## config.mk

```make
export PLATFORM = sky130hd
export DESIGN_NAME = disk_seek_scheduler
export DESIGN_NICKNAME = d
export VERILOG_FILES = /design/src/design/dss_pkg.sv /design/src/design/dss_datapath.sv /design/src/design/dss_ctrl.sv /design/src/design/disk_seek_scheduler.sv
export VERILOG_INCLUDE_DIRS = /design/src /design/src/design
export SDC_FILE = /design/constraint.sdc
export NUM_CORES = 1
export LEC_CHECK = 0
export ABC_AREA = 0
export BUFFER_PORTS_ARGS = -buffer_cell sky130_fd_sc_hd__buf_2
export CORE_UTILIZATION = 50
export DETAILED_ROUTE_END_ITERATION = 12
export MAX_ROUTING_LAYER = met4
export PLACE_DENSITY = 0.68
export RECOVER_POWER = 25
export SYNTH_ARGS = -nofsm -noshare
export SYNTH_HDL_FRONTEND = slang
export SYNTH_SLANG_ARGS = --single-unit
```

## constraint.sdc

```tcl
create_clock -name clk_i -period 15.8 [get_ports clk_i]
set_input_delay 1.58 -clock clk_i [delete_from_list [all_inputs] [get_ports clk_i]]
set_output_delay 1.58 -clock clk_i [all_outputs]
set_load 0.05 [all_outputs]
```

## src/design/assert_macros.svh

```systemverilog
// Assertion macros used by the top-level RTL file
`ifndef ASSERT_MACROS_SVH
`define ASSERT_MACROS_SVH
`ifndef NO_ASSERTIONS
// antecedent implies consequent in the same cycle
`define DSS_ASSERT_IMP(label, clk, rstn, ante, cons) \
  label: assert property (@(posedge clk) disable iff (!rstn) (ante) |-> (cons)) \
    else $error("assertion failed");
// antecedent implies consequent in the next cycle
`define DSS_ASSERT_NXT(label, clk, rstn, ante, cons) \
  label: assert property (@(posedge clk) disable iff (!rstn) (ante) |=> (cons)) \
    else $error("assertion failed");
`else
`define DSS_ASSERT_IMP(label, clk, rstn, ante, cons)
`define DSS_ASSERT_NXT(label, clk, rstn, ante, cons)
`endif
`endif

```

## src/design/dss_pkg.sv

```systemverilog
// Types and constants of the disk seek scheduler
`default_nettype none
package dss_pkg;

  localparam int REQ_W     = 16;
  localparam int TOT_W     = 22;
  localparam int CC_W      = 17;
  localparam int MODE_W    = 2;
  localparam int CFG_W     = 17;
  localparam int CFG_IDX_W = 2;

  // mode codes; anything else behaves as first come first served
  localparam logic [MODE_W-1:0] MODE_SCAN  = 2'd1;
  localparam logic [MODE_W-1:0] MODE_CSCAN = 2'd2;

  localparam logic [CFG_IDX_W-1:0] REG_MODE       = 2'd0;
  localparam logic [CFG_IDX_W-1:0] REG_SWEEP_DOWN = 2'd1;
  localparam logic [CFG_IDX_W-1:0] REG_START_HEAD = 2'd2;
  localparam logic [CFG_IDX_W-1:0] REG_CYL_COUNT  = 2'd3;

  typedef enum logic [3:0] {
    S_LOAD,
    S_INIT,
    S_FC_WAIT,
    S_FC_SERVE,
    S_SC_START,
    S_SC_RUN,
    S_SC_PICK,
    S_JUMP,
    S_TURN,
    S_TOTAL
  } state_e;

  typedef enum logic [1:0] {
    TGT_DATA,
    TGT_BEST,
    TGT_TOP,
    TGT_ZERO
  } tgt_e;

  typedef struct packed {
    logic store;
    logic init;
    logic ptr_clr;
    logic ptr_inc;
    logic scan_start;
    logic phase_set;
    logic phase_hi;
    logic phase_asc;
    logic move;
    tgt_e tgt;
    logic emit_srv;
    logic emit_tot;
    logic take_best;
    logic clr_cnt;
  } cmd_t;

  typedef struct packed {
    logic slot_free;
    logic scan_last;
    logic best_vld;
    logic fc_last;
  } status_t;

endpackage
`default_nettype wire

```

## src/design/dss_datapath.sv

```systemverilog
// Request store, selection scan, head tracking and result register
`default_nettype none
module dss_datapath
  import dss_pkg::*;
#(
  parameter int QUEUE_DEPTH = 32,
  parameter int CYL_BITS    = 16
) (
  input  wire                clk_i,
  input  wire                rst_ni,
  input  wire cmd_t          cmd_i,
  output status_t            status_o,
  input  wire [REQ_W-1:0]    request_cylinder_i,
  input  wire                sweep_down_i,
  input  wire [REQ_W-1:0]    start_head_i,
  input  wire [CC_W-1:0]     cylinder_count_i,
  output logic               out_valid_o,
  input  wire                out_ready_i,
  output logic [REQ_W-1:0]   served_cylinder_o,
  output logic [TOT_W-1:0]   seek_total_o,
  output logic               is_total_o,
  output logic               last_o
);

  localparam int AW = (QUEUE_DEPTH > 1) ? $clog2(QUEUE_DEPTH) : 1;
  localparam int CW = $clog2(QUEUE_DEPTH + 1);
  localparam int KW = CYL_BITS + AW;
  localparam logic [CC_W-1:0] LIM = CC_W'(1) << CYL_BITS;

  logic [CYL_BITS-1:0] mem [QUEUE_DEPTH];
  logic [CYL_BITS-1:0] rd_data_q;

  logic [CW-1:0]       cnt_q;
  logic [AW-1:0]       rd_ptr_q;
  logic                scan_busy_q, cmp_vld_q;
  logic [AW-1:0]       cmp_idx_q;
  logic                best_vld_q, have_prev_q, phase_hi_q, phase_asc_q;
  logic [KW-1:0]       best_key_q, prev_key_q;
  logic [CYL_BITS-1:0] head_q, base_q;
  logic [TOT_W-1:0]    acc_q;
  logic                out_valid_q;

  logic [CC_W-1:0]     top_full;
  logic [CYL_BITS-1:0] top_cyl, req_clamp, head_clamp, tgt_val, seek_len;
  logic [KW-1:0]       cand_key;
  logic                in_hi, cand_ok, ptr_end, slot_free;

  // highest cylinder, with count of zero as one and oversize counts limited
  always_comb begin
    if (cylinder_count_i == '0) begin
      top_full = '0;
    end else if (cylinder_count_i > LIM) begin
      top_full = LIM - 1'b1;
    end else begin
      top_full = cylinder_count_i - 1'b1;
    end
  end
  assign top_cyl    = top_full[CYL_BITS-1:0];
  assign req_clamp  = ({1'b0, request_cylinder_i} > top_full) ? top_cyl
                                                             : request_cylinder_i[CYL_BITS-1:0];
  assign head_clamp = ({1'b0, start_head_i} > top_full) ? top_cyl
                                                       : start_head_i[CYL_BITS-1:0];

  assign ptr_end = (CW'(rd_ptr_q) == (cnt_q - 1'b1));

  // key carries the index so equal cylinders stay distinct
  assign cand_key = {rd_data_q, cmp_idx_q};
  assign in_hi    = sweep_down_i ? (rd_data_q > base_q) : (rd_data_q >= base_q);
  always_comb begin
    cand_ok = (in_hi == phase_hi_q);
    if (have_prev_q) begin
      cand_ok = cand_ok && (phase_asc_q ? (cand_key > prev_key_q) : (cand_key < prev_key_q));
    end
    if (best_vld_q) begin
      cand_ok = cand_ok && (phase_asc_q ? (cand_key < best_key_q) : (cand_key > best_key_q));
    end
  end

  always_comb begin
    case (cmd_i.tgt)
      TGT_DATA: tgt_val = rd_data_q;
      TGT_BEST: tgt_val = best_key_q[KW-1:AW];
      TGT_TOP:  tgt_val = top_cyl;
      TGT_ZERO: tgt_val = '0;
      default:  tgt_val = '0;
    endcase
  end
  assign seek_len = (tgt_val > head_q) ? (tgt_val - head_q) : (head_q - tgt_val);

  assign slot_free = !out_valid_q || out_ready_i;

  always_ff @(posedge clk_i) begin
    if (cmd_i.store && (cnt_q < CW'(QUEUE_DEPTH))) begin
      mem[cnt_q[AW-1:0]] <= req_clamp;
    end
    rd_data_q <= mem[rd_ptr_q];
  end

  always_ff @(posedge clk_i or negedge rst_ni) begin
    if (!rst_ni) begin
      cnt_q       <= '0;
      rd_ptr_q    <= '0;
      scan_busy_q <= 1'b0;
      cmp_vld_q   <= 1'b0;
      best_vld_q  <= 1'b0;
      have_prev_q <= 1'b0;
      phase_hi_q  <= 1'b0;
      phase_asc_q <= 1'b0;
      out_valid_q <= 1'b0;
      head_q      <= '0;
      acc_q       <= '0;
    end else begin
      if (cmd_i.clr_cnt) begin
        cnt_q <= '0;
      end else if (cmd_i.store && (cnt_q < CW'(QUEUE_DEPTH))) begin
        cnt_q <= cnt_q + 1'b1;
      end

      cmp_vld_q <= scan_busy_q;
      if (cmd_i.ptr_clr) begin
        rd_ptr_q <= '0;
      end else if (cmd_i.scan_start) begin
        rd_ptr_q    <= '0;
        scan_busy_q <= 1'b1;
      end else if (scan_busy_q) begin
        if (ptr_end) begin
          scan_busy_q <= 1'b0;
        end else begin
          rd_ptr_q <= rd_ptr_q + 1'b1;
        end
      end else if (cmd_i.ptr_inc) begin
        rd_ptr_q <= rd_ptr_q + 1'b1;
      end

      if (cmd_i.scan_start) begin
        best_vld_q <= 1'b0;
      end else if (cmp_vld_q && cand_ok) begin
        best_vld_q <= 1'b1;
      end

      if (cmd_i.phase_set) begin
        have_prev_q <= 1'b0;
        phase_hi_q  <= cmd_i.phase_hi;
        phase_asc_q <= cmd_i.phase_asc;
      end else if (cmd_i.take_best) begin
        have_prev_q <= 1'b1;
      end

      if (cmd_i.init) begin
        head_q <= head_clamp;
        acc_q  <= '0;
      end else if (cmd_i.move) begin
        head_q <= tgt_val;
        acc_q  <= acc_q + TOT_W'(seek_len);
      end

      if (cmd_i.emit_srv || cmd_i.emit_tot) begin
        out_valid_q <= 1'b1;
      end else if (out_ready_i) begin
        out_valid_q <= 1'b0;
      end
    end
  end

  always_ff @(posedge clk_i) begin
    cmp_idx_q <= rd_ptr_q;
    if (cmp_vld_q && cand_ok) begin
      best_key_q <= cand_key;
    end
    if (cmd_i.take_best) begin
      prev_key_q <= best_key_q;
    end
    if (cmd_i.init) begin
      base_q <= head_clamp;
    end
    if (cmd_i.emit_srv) begin
      served_cylinder_o <= REQ_W'(tgt_val);
      seek_total_o      <= '0;
      is_total_o        <= 1'b0;
      last_o            <= 1'b0;
    end else if (cmd_i.emit_tot) begin
      served_cylinder_o <= '0;
      seek_total_o      <= acc_q;
      is_total_o        <= 1'b1;
      last_o            <= 1'b1;
    end
  end

  assign out_valid_o        = out_valid_q;
  assign status_o.slot_free = slot_free;
  assign status_o.scan_last = cmp_vld_q && !scan_busy_q;
  assign status_o.best_vld  = best_vld_q;
  assign status_o.fc_last   = ptr_end;

endmodule
`default_nettype wire

```

## src/design/dss_ctrl.sv

```systemverilog
// Sequencer for loading, ordering passes and result emission
`default_nettype none
module dss_ctrl
  import dss_pkg::*;
(
  input  wire              clk_i,
  input  wire              rst_ni,
  input  wire              in_valid_i,
  output logic             in_ready_o,
  input  wire              last_request_i,
  input  wire [MODE_W-1:0] mode_i,
  input  wire              sweep_down_i,
  input  wire status_t     status_i,
  output cmd_t             cmd_o
);

  state_e state_q, state_d;
  logic   phase2_q, phase2_d;
  logic   jumped_q, jumped_d;
  logic   is_scan, is_cscan, accept;

  assign is_scan    = (mode_i == MODE_SCAN) || (mode_i == MODE_CSCAN);
  assign is_cscan   = (mode_i == MODE_CSCAN);
  assign in_ready_o = (state_q == S_LOAD);
  assign accept     = in_valid_i && in_ready_o;

  always_ff @(posedge clk_i or negedge rst_ni) begin
    if (!rst_ni) begin
      state_q  <= S_LOAD;
      phase2_q <= 1'b0;
      jumped_q <= 1'b0;
    end else begin
      state_q  <= state_d;
      phase2_q <= phase2_d;
      jumped_q <= jumped_d;
    end
  end

  always_comb begin
    state_d   = state_q;
    phase2_d  = phase2_q;
    jumped_d  = jumped_q;
    cmd_o     = '0;
    cmd_o.tgt = TGT_DATA;
    case (state_q)
      S_LOAD: begin
        cmd_o.store = accept;
        if (accept && last_request_i) begin
          state_d = S_INIT;
        end
      end
      S_INIT: begin
        cmd_o.init      = 1'b1;
        cmd_o.ptr_clr   = 1'b1;
        cmd_o.phase_set = 1'b1;
        cmd_o.phase_hi  = !sweep_down_i;
        cmd_o.phase_asc = !sweep_down_i;
        phase2_d        = 1'b0;
        jumped_d        = 1'b0;
        state_d         = is_scan ? S_SC_START : S_FC_WAIT;
      end
      S_FC_WAIT: begin
        state_d = S_FC_SERVE;
      end
      S_FC_SERVE: begin
        if (status_i.slot_free) begin
          cmd_o.move     = 1'b1;
          cmd_o.tgt      = TGT_DATA;
          cmd_o.emit_srv = 1'b1;
          cmd_o.ptr_inc  = 1'b1;
          state_d        = status_i.fc_last ? S_TOTAL : S_FC_WAIT;
        end
      end
      S_SC_START: begin
        cmd_o.scan_start = 1'b1;
        state_d          = S_SC_RUN;
      end
      S_SC_RUN: begin
        if (status_i.scan_last) begin
          state_d = S_SC_PICK;
        end
      end
      S_SC_PICK: begin
        if (status_i.best_vld) begin
          // circular scan jumps to the far end before the second pass
          if (phase2_q && is_cscan && !jumped_q) begin
            state_d = S_JUMP;
          end else if (status_i.slot_free) begin
            cmd_o.move      = 1'b1;
            cmd_o.tgt       = TGT_BEST;
            cmd_o.emit_srv  = 1'b1;
            cmd_o.take_best = 1'b1;
            state_d         = S_SC_START;
          end
        end else begin
          state_d = phase2_q ? S_TOTAL : S_TURN;
        end
      end
      S_JUMP: begin
        cmd_o.move = 1'b1;
        cmd_o.tgt  = sweep_down_i ? TGT_TOP : TGT_ZERO;
        jumped_d   = 1'b1;
        state_d    = S_SC_PICK;
      end
      S_TURN: begin
        cmd_o.move      = 1'b1;
        cmd_o.tgt       = sweep_down_i ? TGT_ZERO : TGT_TOP;
        cmd_o.phase_set = 1'b1;
        cmd_o.phase_hi  = sweep_down_i;
        cmd_o.phase_asc = sweep_down_i ? (mode_i == MODE_SCAN) : is_cscan;
        phase2_d        = 1'b1;
        jumped_d        = 1'b0;
        state_d         = S_SC_START;
      end
      S_TOTAL: begin
        if (status_i.slot_free) begin
          cmd_o.emit_tot = 1'b1;
          cmd_o.clr_cnt  = 1'b1;
          state_d        = S_LOAD;
        end
      end
      default: begin
        state_d = S_LOAD;
      end
    endcase
  end

endmodule
`default_nettype wire

```

## src/design/disk_seek_scheduler.sv

```systemverilog
// Disk seek scheduler top level: configuration registers, controller and datapath
//
// Requests enter on the in_valid_i/in_ready_o channel, one per cycle while loading.
// Each request cylinder is clamped to the top cylinder and stored; the request
// carrying last_request_i closes the batch. Requests beyond QUEUE_DEPTH are dropped.
// Results leave on out_valid_o/out_ready_i: one item per stored request in service
// order, then one total item with seek_total_o, is_total_o and last_o set.
// In first come first served mode each result takes a memory read and a serve state.
// In SCAN and C-SCAN every result is found by a full pass over the request store through
// its single read port. The turn at the end and the C-SCAN jump take a state each.
// in_ready_o is low from the closing request until the total item is in the output
// register; the next batch then loads while that item still waits to be taken.
// A stalled receiver holds the output register and the sequencer waits on it.
// Configuration (index 0 mode, 1 sweep_down, 2 start_head, 3 cylinder_count) is
// written through cfg_we_i; reset gives FCFS, upward sweep, head 0 and 65536 cylinders,
// an empty store and an idle output.
`default_nettype none
`include "assert_macros.svh"
module disk_seek_scheduler
  import dss_pkg::*;
#(
  parameter int QUEUE_DEPTH = 32,
  parameter int CYL_BITS    = 16
) (
  input  wire                 clk_i,
  input  wire                 rst_ni,
  input  wire                 cfg_we_i,
  input  wire [CFG_IDX_W-1:0] cfg_idx_i,
  input  wire [CFG_W-1:0]     cfg_wdata_i,
  input  wire                 in_valid_i,
  output logic                in_ready_o,
  input  wire [REQ_W-1:0]     request_cylinder_i,
  input  wire                 last_request_i,
  output logic                out_valid_o,
  input  wire                 out_ready_i,
  output logic [REQ_W-1:0]    served_cylinder_o,
  output logic [TOT_W-1:0]    seek_total_o,
  output logic                is_total_o,
  output logic                last_o
);

  logic [MODE_W-1:0] mode_q;
  logic              sweep_down_q;
  logic [REQ_W-1:0]  start_head_q;
  logic [CC_W-1:0]   cyl_count_q;
  cmd_t              cmd;
  status_t           status;

  always_ff @(posedge clk_i or negedge rst_ni) begin
    if (!rst_ni) begin
      mode_q       <= '0;
      sweep_down_q <= 1'b0;
      start_head_q <= '0;
      cyl_count_q  <= CC_W'(1) << REQ_W;
    end else if (cfg_we_i) begin
      case (cfg_idx_i)
        REG_MODE:       mode_q       <= cfg_wdata_i[MODE_W-1:0];
        REG_SWEEP_DOWN: sweep_down_q <= cfg_wdata_i[0];
        REG_START_HEAD: start_head_q <= cfg_wdata_i[REQ_W-1:0];
        REG_CYL_COUNT:  cyl_count_q  <= cfg_wdata_i[CC_W-1:0];
        default: ;
      endcase
    end
  end

  dss_ctrl u_ctrl (
    .clk_i          (clk_i),
    .rst_ni         (rst_ni),
    .in_valid_i     (in_valid_i),
    .in_ready_o     (in_ready_o),
    .last_request_i (last_request_i),
    .mode_i         (mode_q),
    .sweep_down_i   (sweep_down_q),
    .status_i       (status),
    .cmd_o          (cmd)
  );

  dss_datapath #(
    .QUEUE_DEPTH (QUEUE_DEPTH),
    .CYL_BITS    (CYL_BITS)
  ) u_datapath (
    .clk_i              (clk_i),
    .rst_ni             (rst_ni),
    .cmd_i              (cmd),
    .status_o           (status),
    .request_cylinder_i (request_cylinder_i),
    .sweep_down_i       (sweep_down_q),
    .start_head_i       (start_head_q),
    .cylinder_count_i   (cyl_count_q),
    .out_valid_o        (out_valid_o),
    .out_ready_i        (out_ready_i),
    .served_cylinder_o  (served_cylinder_o),
    .seek_total_o       (seek_total_o),
    .is_total_o         (is_total_o),
    .last_o             (last_o)
  );

  // closing request stops loading until the batch has been emitted
  `DSS_ASSERT_NXT(a_close_stops_load, clk_i, rst_ni,
                  in_valid_i && in_ready_o && last_request_i, !in_ready_o)
  // results are only written into a free output register
  `DSS_ASSERT_IMP(a_emit_slot_free, clk_i, rst_ni,
                  cmd.emit_srv || cmd.emit_tot, status.slot_free)
  `DSS_ASSERT_NXT(a_total_shown, clk_i, rst_ni,
                  cmd.emit_tot, out_valid_o && is_total_o && last_o)
  `DSS_ASSERT_IMP(a_total_format, clk_i, rst_ni,
                  out_valid_o && is_total_o, last_o && (served_cylinder_o == '0))

endmodule
`default_nettype wire
```

After elaboration in Yosys (flattened, before gate mapping)
Memory sizes are Yosys's and may differ from the RTL's. A register that Yosys moved wholly into a read port is not among the register bits.
Cells that the tools add are included.

word-level totals
  bits in registers = 200
  memory bits (writable) = 512
  bits of input ports = 41
  output and inout bits = 42
  word-level logic and storage cells = 172
  memories = 1

operators by class
  add/sub/neg operators = 7
  magnitude comparators = 11
  equality and inequality tests = 25
  multiplexer cells = 67
  reduce and logical (&&, ||, !) cells = 36

memory list
  name            words  width  read ports  clocked after memory_dff  write ports  RTL line            source
  u_datapath.mem  32     16     1           1                         1            dss_datapath.sv:30  logic [CYL_BITS-1:0] mem [QUEUE_DEPTH];

operators with widths
  cell                     number
  $mux W16                 7
  $pmux W16 S4             1
  $mux W4                  12
  $mux W22                 2
  $gt A21 B21 Y1           2
  $lt A21 B21 Y1           2
  $pmux W4 S10             1
  $gt A16 B17 Y1           2
  $mux W17                 2
  $gt A16 B16 Y1           2
  $sub A16 B16 Y16         2
  $mux W1                  28
  $mux W5                  5
  $add A22 B16 Y22         1
  $gt A17 B17 Y1 const B   1
  $logic_not A17 Y1        1
  $sub A17 B1 Y17 const B  1
  $eq A4 B3 Y1 const B     4
  $ge A16 B16 Y1           1
  $reduce_bool A2 Y1       8
  $mux W6                  2
  $pmux W3 S4              1
  $eq A2 B2 Y1 const B     5
  $reduce_and A2 Y1        5
  25 further kinds         48

Longest topological paths before layout
Gate-level depths: netlist (run 1).

  depth in word-level cells = 13
  gate-level depth with buffers = 31
  mapped depth without buffers = 29

By module
A second synthesis (run 1) with hierarchy kept.

second synthesis, totals
  cell total of the unflattened synthesis = 2144
  area total of the unflattened synthesis = 33432.1 um^2

by module, submodules not included
  module               times used  cells each  area an instance (um^2)
  dss_datapath         1           1981        31317.5
  disk_seek_scheduler  1           78          1457.6
  dss_ctrl             1           85          656.9

Worst setup path before layout (run 1)
Ideal clock, no wire load.

  path kind = input port to flip-flop
  start = input out_ready_i
  end = register u_datapath.acc_q[21]
  setup time = 169 ps
  arrival = 6918 ps
  required time = 15631 ps
  setup slack = 8713 ps
  stages = 24
  path buffers = 4
  cell sequence = nand2b_1 > and2_1 > buf_2 > buf_1 > nand2_1 > o21ai_0 > ha_1 > buf_2 > a21o_1 > o21bai_1 > a221o_1 > o21a_1 > buf_2 > o31ai_1 > xnor2_1 > ha_1 > o21a_1 > o21ai_0 > nand2b_1 > a41oi_1 > o21ai_0 > a311oi_1 > or4_1 > a21oi_1

between the ends
  cells in the longest elaborated chain, start to end = 12
  elaborated cells on any way between the ends = 19
  classes of those cells = add/sub: 3; order compare: 1; eq/ne: 3; mux: 9; reduce/logical: 3

ends and longest elaborated chain
  what                                                RTL line                   source
  start: declaration                                  disk_seek_scheduler.sv:35  input wire out_ready_i,
  $logic_or A1 B1 Y1 (*)                              dss_datapath.sv:90         assign slot_free = !out_valid_q || out_ready_i;
  $mux W4 (*)                                         dss_ctrl.sv:88             end else if (status_i.slot_free) begin
  $mux W4 (*)                                         dss_ctrl.sv:86             if (phase2_q && is_cscan && !jumped_q) begin
  $mux W4 (*)                                         dss_ctrl.sv:84             if (status_i.best_vld) begin
  $pmux W3 S4 (*)                                     dss_ctrl.sv:45             case (state_q)
  $eq A2 B2 Y1, or another cell as far along          dss_datapath.sv:80         case (cmd_i.tgt)
  $pmux W16 S4 (*)                                    dss_datapath.sv:80
  net u_datapath.tgt_val[11]                          dss_datapath.sv:44         logic [CYL_BITS-1:0] top_cyl, req_clamp, head_clamp, tgt_val, seek_len;
  $sub A16 B16 Y16 or $gt A16 B16 Y1 (tied branches)  dss_datapath.sv:88         assign seek_len = (tgt_val > head_q) ? (tgt_val - head_q) : (head_q - tgt_val);
  $mux W16 (*)                                        dss_datapath.sv:88
  $add A22 B16 Y22 (*)                                dss_datapath.sv:154        acc_q <= acc_q + TOT_W'(seek_len);
  $mux W22 (*)                                        dss_datapath.sv:152        end else if (cmd_i.move) begin
  $mux W22 (*)                                        dss_datapath.sv:149        if (cmd_i.init) begin
  end signal: assignment                              dss_datapath.sv:154
  end: declaration                                    dss_datapath.sv:40         logic [TOT_W-1:0] acc_q;

Mark *: on every way through the listed nets, which the timed path passes. The rest lies on a longest branch. The select of a mux whose other input is x is not followed.
A chain may end at the register's enable or synchronous reset.

Final worst setup path (run 1)
  start = register mode_q[0]
  end = register u_datapath.acc_q[21]

between the ends
  cells in the longest elaborated chain, start to end = 13
  elaborated cells on any way between the ends = 19
  classes of those cells = add/sub: 3; order compare: 1; eq/ne: 4; mux: 7; reduce/logical: 4

ends and longest elaborated chain
  what                                                RTL line                   source
  start: declaration                                  disk_seek_scheduler.sv:42  logic [MODE_W-1:0] mode_q;
  start signal: assignment                            disk_seek_scheduler.sv:57  REG_MODE: mode_q <= cfg_wdata_i[MODE_W-1:0];
  $eq A2 B2 Y1 (*)                                    dss_ctrl.sv:23             assign is_cscan = (mode_i == MODE_CSCAN);
  $logic_and A1 B1 Y1 (*) (2 in a row)                dss_ctrl.sv:86
  $mux W4 (*)                                         dss_ctrl.sv:86
  $mux W4 (*)                                         dss_ctrl.sv:84
  $pmux W3 S4 (*)                                     dss_ctrl.sv:45
  $eq A2 B2 Y1, or another cell as far along          dss_datapath.sv:80
  $pmux W16 S4 (*)                                    dss_datapath.sv:80
  net u_datapath.tgt_val[10]                          dss_datapath.sv:44
  $sub A16 B16 Y16 or $gt A16 B16 Y1 (tied branches)  dss_datapath.sv:88
  $mux W16 (*)                                        dss_datapath.sv:88
  $add A22 B16 Y22 (*)                                dss_datapath.sv:154
  $mux W22 (*)                                        dss_datapath.sv:152
  $mux W22 (*)                                        dss_datapath.sv:149

Marks and branches as above.

==> flow_metrics.tcl, run 1 <==
set metrics [dict create \
    crit_start "mode_q[0]" \
    slew_viol_final 384 \
    cts_max_path_buffers 3 \
    power_frac_comb_pct 45.9 \
    cts_tree "built" \
    worst_slew_pin_slew_ns 3.77 \
    min_from "u_datapath.cmp_idx_q[0]" \
    ys_async_sr_fraction_pct 13.5 \
    ys_warn_count 0 \
    postCtsHoldBufs 0 \
    vias_per_cell 6.10 \
    grt_max_degree 63 \
    p_sw_share_pct 39.0 \
    holdCritPathClass "flip-flop to flip-flop" \
    slowest_delay_ns 1.44 \
    gp_congestion 0.939 \
    io_pins 83 \
    root_buffer "clkbuf_16" \
    worstPathRequired_ns 16.36 \
    place_area_um2 35400 \
    p_int_mw 5.12 \
    vias 20400 \
    status "complete, but fails checks" \
    crit_buf_inv 3 \
    first_global_vias 20500 \
    ys_seq_area_share_pct 62.3 \
    finalSetupViolCount 0 \
    avgSynthCellArea_um2 14.7 \
    cp-start-kind "flip-flop" \
    ant_nets 0 \
    drc 0 \
    skew_ns 0.0297 \
    grt_pass1_wl_um 126000 \
    rsz0062_at_grt "no" \
    core_um2 66100 \
    multiInputGateArea_um2 11900 \
    drt_wl_total_um 84500 \
    clock_power_share_pct 22.0 \
    cts_buffers 77 \
    synth_edf_count 586 \
    clkTransAtPathRegs_ns 0.06 \
    critPathTopFamily "compound AO/OA/AOI/OAI gates" \
    num_rows 94 \
    failed_checks "capacitance limit, slew limit" \
    grt_antenna_before_repair 0 \
    ir_drop_v 0.000162 \
    ys_seq_elements 728 \
    clkLatencyLatePin_ns 0.64 \
    slew_headroom_pct -151 \
    fmax_mhz 104 \
    power_density_nw_per_um2 222 \
    die_w_um 261 \
    finalCritPeriodShare_pct 60.8 \
    die_area_um2 68300 \
    fin_util_pct 57.3 \
    ys_types 80 \
    maxCapViolCount 10 \
    nFillCells 5174 \
    fin_crit_ns 9.61 \
    finish.instance_area_um2 37900 \
    wl_per_cell_um 25.2 \
    cts_sinks 728 \
    cp-end-kind "flip-flop" \
    criticalPathCategory "flip-flop to flip-flop" \
    syn_nets 2479 \
    die_h_um 261 \
    tns_ns 0 \
    hpwl_um 54800 \
    path_max_fanout 39 \
    postCtsSetupBuffers 0 \
    cts_resized 0 \
    slowest_stage "clkbuf_1" \
    drt_iter0_drc 1745 \
    initial_utilization_pct 50.9 \
    syn-cell-area_um2 33600 \
    antenna_cells 0 \
    track_usage_pct 25.9 \
    power_mw 8.40 \
    cellLeakagePower_nw 13.9 \
    drive_gt1_share_pct 18.7 \
    netlist_instances 2286 \
    portBuffers 82 \
    area_growth_pct 12.6 \
    fin_nets 2614 \
    power_switching_mw 3.28 \
    synth_ff_type "edfxtp_1" \
    regArea_um2 20900 \
    arrival_ns 10.17 \
    drtPass1Iterations 10 \
    p_seq_share_pct 32.2 \
    htree_levels 3 \
    hold_viol_final 0 \
    r2r-start "mode_q[0]" \
    grt_overflow 0 \
]
cell families after synthesis:
family          Yosys count  synth area share (%)
fa+ha+maj               152                  5.72
xor+xnor                 53                  1.38
simple gates            496                  7.03
mux                     242                  13.4
flops                   728                  62.3
buf+inv                 239                  2.75
compound gates          376                  7.47
sequential cells by signal, indices dropped and copies added, names as in the netlist, 2 cells and up:
register                      flops
u_datapath.mem                  512
u_datapath.best_key_q            21
u_datapath.acc_q                 22
u_datapath.cmp_idx_q              5
cyl_count_q                      17
start_head_q                     16
u_datapath.rd_ptr_q               5
u_datapath.head_q                16
mode_q                            2
u_ctrl.state_q                    4
u_datapath.prev_key_q            21
u_datapath.base_q                16
u_datapath.cnt_q                  6
u_datapath.seek_total_o          22
u_datapath.rd_data_q             16
u_datapath.served_cylinder_o     16
metal layers:
layer	global-route usage (%)	wire (um)
met1	33.6	34700
met2	42.4	42200
met3	3.48	4690
met4	8.74	2890
met5	-	0
cells in the mapped netlist (5+ instances only):
cell      number  area [um^2]
o221ai_1      15          131
buf_2         10         50.1
nor4_1         5         31.3
nand3b_1       7         52.6
nor2_1       132          495
clkbuf_1      66          248
o311ai_0      13          114
and4_1        10         87.6
mux2i_1       24          240
or3_1         10         62.6
o211ai_1      12         90.1
ha_1         149         1860
nor2b_1       34          213
nand2_1      169          634
dfrtp_1       97         2430
nand4_1       17          106
a221o_1        5         50.1
mux2_2        58          653
xnor2_1       28          245
nor3_1        21          105
a21o_1        43          323
a21oi_1      114          571
a222oi_1      16          160
a211oi_1      10         75.1
o21a_1        16          120
edfxtp_1     586        17600
o211a_1        5         50.1
nand2b_1      14         87.6
mux4_2       160         3600
nand3_1       41          205
a31oi_1        8         50.1
o21bai_1       6         45.0
and3_1         8         50.1
o31ai_1       10         75.1
buf_1         17         63.8
dfxtp_1       44          881
o21ai_0       65          325
xor2_1        25          219
and2_1         6         37.5
inv_1        140          526
power by group through the flow:
stage | clock network [mW] | logic, mW | registers [mW]
floorplan | 0 | 2.83 | 2.66
global placement | 0 | 3.78 | 2.73
detailed placement | 0 | 3.82 | 2.74
CTS | 1.88 | 3.85 | 2.70
global route | 1.95 | 4.23 | 2.73
finish | 1.85 | 3.85 | 2.70
metrics by stage:
stage	hold slack (ns)	worst slack [ns]	cells
final	0.441	6.19	3347
after global routing	0.446	5.41	3347
after CTS	0.441	7.60	3347
after detailed placement	0.426	7.11	3206
after global placement	0.418	7.24	3206
after floorplan	0.345	8.71	2286
worst reg2reg max path: stages, from the launching register on:
cell,delay (ns)
dfrtp_1,0.35
inv_1,0.06
ha_1,0.21
and3b_1,0.18
nor4_1,0.69
and2_0,0.22
clkbuf_1,1.44
a211o_1,0.70
nor2_1,0.33
a21oi_1,0.42
inv_1,0.09
ha_1,0.54
nand2_1,0.19
o21bai_1,0.19
a221o_1,0.31
o21a_1,0.61
mux2i_1,0.41
ha_1,0.29
a21o_1,0.15
a21oi_1,0.24
o21ai_0,0.18
a41oi_1,0.40
o21ai_0,0.29
a311oi_1,0.67
o31ai_1,0.20
a21oi_1,0.17
cells in the final DEF (no fill, tap or decap), types with 25 or more instances in the layout:
master,count
o21ai_0,66
dfrtp_1,95
edfxtp_1,586
buf_2,38
inv_1,141
a21oi_1,114
xnor2_1,28
buf_4,59
ha_1,149
nor2_1,129
nor2b_1,34
nand3_1,41
a21o_1,43
clkbuf_16,79
mux2_2,57
xor2_1,25
mux4_2,160
nand2_1,169
dfxtp_1,44
clkbuf_1,75
layout make-up:
cell class                      count  share of cell area [%]
Sequential cell                   728                    55.3
Multi-Input combinational cell   1319                    31.3
Clock buffer                      102                    5.56
Tap cell                          864                    2.86
Timing Repair Buffer              153                    2.23
Inverter                          142                    1.41
Clock inverter                     39                    1.34
worst paths after layout:
| path | cells after the start | slack [ns] | to |
|---|---|---|---|
| max in group asynchronous | 2 | 9.85 | cyl_count_q[1] |
| setup / recovery | 25 | 6.19 | u_datapath.acc_q[21] |
| setup reg to reg | 25 | 6.19 | u_datapath.acc_q[21] |
| hold / removal | 0 | 0.44 | u_datapath.best_key_q[0] |
| hold reg to reg | 0 | 0.44 | u_datapath.best_key_q[0] |
| min in group asynchronous | 1 | 1.55 | u_datapath.acc_q[14] |
(Power assumes the default switching activity.)
==> run 2, diff against run 1 <==
--- a/config.mk
+++ b/config.mk
@@ -6,7 +6,7 @@
 export SDC_FILE = /design/constraint.sdc
 export NUM_CORES = 1
 export LEC_CHECK = 0
-export ABC_AREA = 0
+export ABC_AREA = 1
 export BUFFER_PORTS_ARGS = -buffer_cell sky130_fd_sc_hd__buf_2
 export CORE_UTILIZATION = 50
 export DETAILED_ROUTE_END_ITERATION = 12
==> constraint.sdc (replaced) <==
create_clock -name clk_i -period 9.7 [get_ports clk_i]
set_input_delay 0.97 -clock clk_i [delete_from_list [all_inputs] [get_ports clk_i]]
set_output_delay 0.97 -clock clk_i [all_outputs]
set_load 0.05 [all_outputs]
==> run 2 against run 1 <==
Effect of this change: the run still ends with capacitance limit, slew limit left; critical path depth rose by 10; sequential cell count is the same; routed wire length grew 9.6%; register-to-register slack worse by 3.9 ns; combinational power increased by 60%; non-clock buffer count is 11 lower; first-iteration DRC count rose by 58%; sequential power is 60% higher; global-route usage up 1.2 points; core utilization down 1.4 points; critical path type unchanged; worst setup slack got worse by 3.9 ns; area after synthesis increased by 2.8%.
==> flow_metrics.tcl, run 2 <==
set metrics [dict create \
    synth_edf_count 586 \
    hold_viol_final 0 \
    initial_utilization_pct 50.5 \
    ir_drop_v 0.000190 \
    grt_overflow 0 \
    finalSetupViolCount 0 \
    rsz0062_at_grt "no" \
    ant_nets 0 \
    holdCritPathClass "flip-flop to flip-flop" \
    antenna_cells 0 \
    p_seq_share_pct 32.1 \
    criticalPathCategory "flip-flop to flip-flop" \
    finalCritPeriodShare_pct 76.4 \
    cts_tree "built" \
    slew_viol_final 394 \
    worstPathRequired_ns 10.13 \
    final_cell_mix "edfxtp_1, nand2_1, nor2_1" \
    vias_per_cell 5.73 \
    fin_nets 3649 \
    synthTopCellsByArea "edfxtp_1, dfrtp_1, nand2_1, o21ai_0, ha_1" \
    r2r-start "u_ctrl.state_q[2]" \
    grt_max_degree 175 \
    layout_commonest_cell "edfxtp_1" \
    cts_resized 0 \
    cpMostUsedCell "nand2_1" \
    p_int_mw 7.52 \
    hpwl_um 60000 \
    gp_congestion 0.985 \
    power_density_nw_per_um2 351 \
    drive_gt1_share_pct 6.94 \
    die_w_um 265 \
    die_area_um2 70200 \
    whs_ns 0.401 \
    grt_antenna_before_repair 2 \
    portBuffers 82 \
    ys_warn_count 0 \
    clkTransAtPathRegs_ns 0.06 \
    num_rows 96 \
    yosysTopAreaCellShare_pct 50.9 \
    htree_levels 3 \
    slowest_stage "nor2_1" \
    worst_slew_pin_slew_ns 3.74 \
    power_switching_mw 5.92 \
    ys_seq_elements 728 \
    syn-cell-area_um2 34600 \
    grt_pass1_wl_um 141000 \
    synth_ff_type "edfxtp_1" \
    core_um2 68500 \
    ys_types 58 \
    fmax_mhz 135 \
    crit_buf_inv 6 \
    cts_sinks 728 \
    syn_nets 3572 \
    ys_async_sr_fraction_pct 13.5 \
    skew_ns 0.0200 \
    cp-start-kind "flip-flop" \
    slowest_delay_ns 1.56 \
    track_usage_pct 27.2 \
    netlist_instances 3379 \
    postCtsHoldBufs 0 \
    io_pins 83 \
    synth_common_cells "edfxtp_1, nand2_1, nor2_1, o21ai_0, inv_1" \
    area_growth_pct 10.8 \
    fin_crit_ns 7.41 \
    drt_iter0_drc 2763 \
    cellLeakagePower_nw 15.1 \
    cp-end-kind "flip-flop" \
    first_global_vias 23500 \
    cts_buffers 77 \
    vias 25200 \
    yosys.area.top_type "edfxtp_1" \
    power_mw 13.4 \
    power_frac_comb_pct 45.9 \
    slew_headroom_pct -150 \
    drc 0 \
    largest_reg_flops 512 \
    arrival_ns 7.84 \
    p_sw_share_pct 44.0 \
    min_from "u_datapath.scan_busy_q" \
    synth_most_common_cell "edfxtp_1" \
    path_max_fanout 23 \
    crit_start "u_ctrl.state_q[2]" \
    ys_seq_area_share_pct 60.6 \
    drt_wl_total_um 92600 \
    cts_max_path_buffers 3 \
    maxCapViolCount 8 \
    postCtsSetupBuffers 0 \
    tns_ns 0 \
    die_h_um 265 \
    critPathTopFamily "simple AND/OR/NAND/NOR gates" \
    clkLatencyLatePin_ns 0.64 \
    root_buffer "clkbuf_16" \
    avgSynthCellArea_um2 10.2 \
    clock_power_share_pct 22.0 \
    drtPass1Iterations 6 \
    status "complete, but fails checks" \
    wl_per_cell_um 21.1 \
    failed_checks "capacitance limit, slew limit" \
]
-- run 2: metrics by stage --
stage               instances  setup WS (ns)  utilization [%]  area, um^2
detailed placement       4259           3.15             52.5       35900
floorplan                3379           4.44                -       34600
global route             4397           1.57             55.9       38300
finish                   4397           2.29             55.9       38300
global placement         4259           3.29             52.5       35900
CTS                      4397           3.67             56.2       38500
-- run 2: path summary, 6_finish.rpt --
path | endpoint | slack (ns) | cells after the start
worst max-delay path | u_datapath.acc_q[16] | 2.29 | 35
worst min-delay path | u_datapath.cmp_vld_q | 0.40 | 0
worst max register to register | u_datapath.acc_q[16] | 2.29 | 35
worst min register to register | u_datapath.cmp_vld_q | 0.40 | 0
max in group asynchronous | u_datapath.rd_ptr_q[2] | 3.90 | 2
min in group asynchronous | start_head_q[12] | 1.01 | 1
-- run 2: worst register-to-register path: cells and delay by family (launching register included) --
family                     cells  cell delay, ns
buffers and inverters          6            0.71
and+or+nand+nor               22            4.28
adders and majority gates      2            0.80
DFF                            1            0.43
AOI/OAI and AO/OA              5            1.01
-- run 2: cells by family (layout without fill, tap and decap cells) --
| logic type | count (synthesis) | after routing | synth area share [%] |
|---|---|---|---|
| flip-flops | 728 | 728 | 60.6 |
| AO/OA/AOI/OAI | 721 | 721 | 11.8 |
| AND/OR/NAND/NOR | 1276 | 1276 | 15.8 |
| adder cells (fa/ha/maj) | 152 | 152 | 5.57 |
| buffers and inverters | 461 | 597 | 5.25 |
| multiplexers | 1 | 1 | 0.0290 |
| XOR/XNOR | 40 | 40 | 1.01 |
-- run 2: power groups by stage --
stage          registers (mW)  clock network [mW]  logic (mW)
4_1_cts                  4.31                2.99        6.15
2_1_floorplan            4.25                   0        4.36
6_report                 4.32                2.96        6.16
3_3_place_gp             4.37                   0        6.11
3_5_place_dp             4.37                   0        6.12
5_1_grt                  4.35                3.11        6.89
-- run 2: cell type report --
cell class / count / area (um^2)
clock buffers: 97 / 2040
clock inverters: 41 / 488
fillers: 5914 / 30200
inverters: 317 / 1200
multi-input cells: 2190 / 11700
flip-flops and latches: 728 / 20900
well taps: 882 / 1100
repair buffers: 142 / 788
-- run 2: metal layers --
layer  vias to the layer above  GRT usage (%)  wire length [um]
met1                     12200           39.0             41900
met3                       150           3.60              6640
li1                      11900              -                 -
met2                       937           40.2             41400
met5                         -              -                 0
met4                         0           8.55              2710
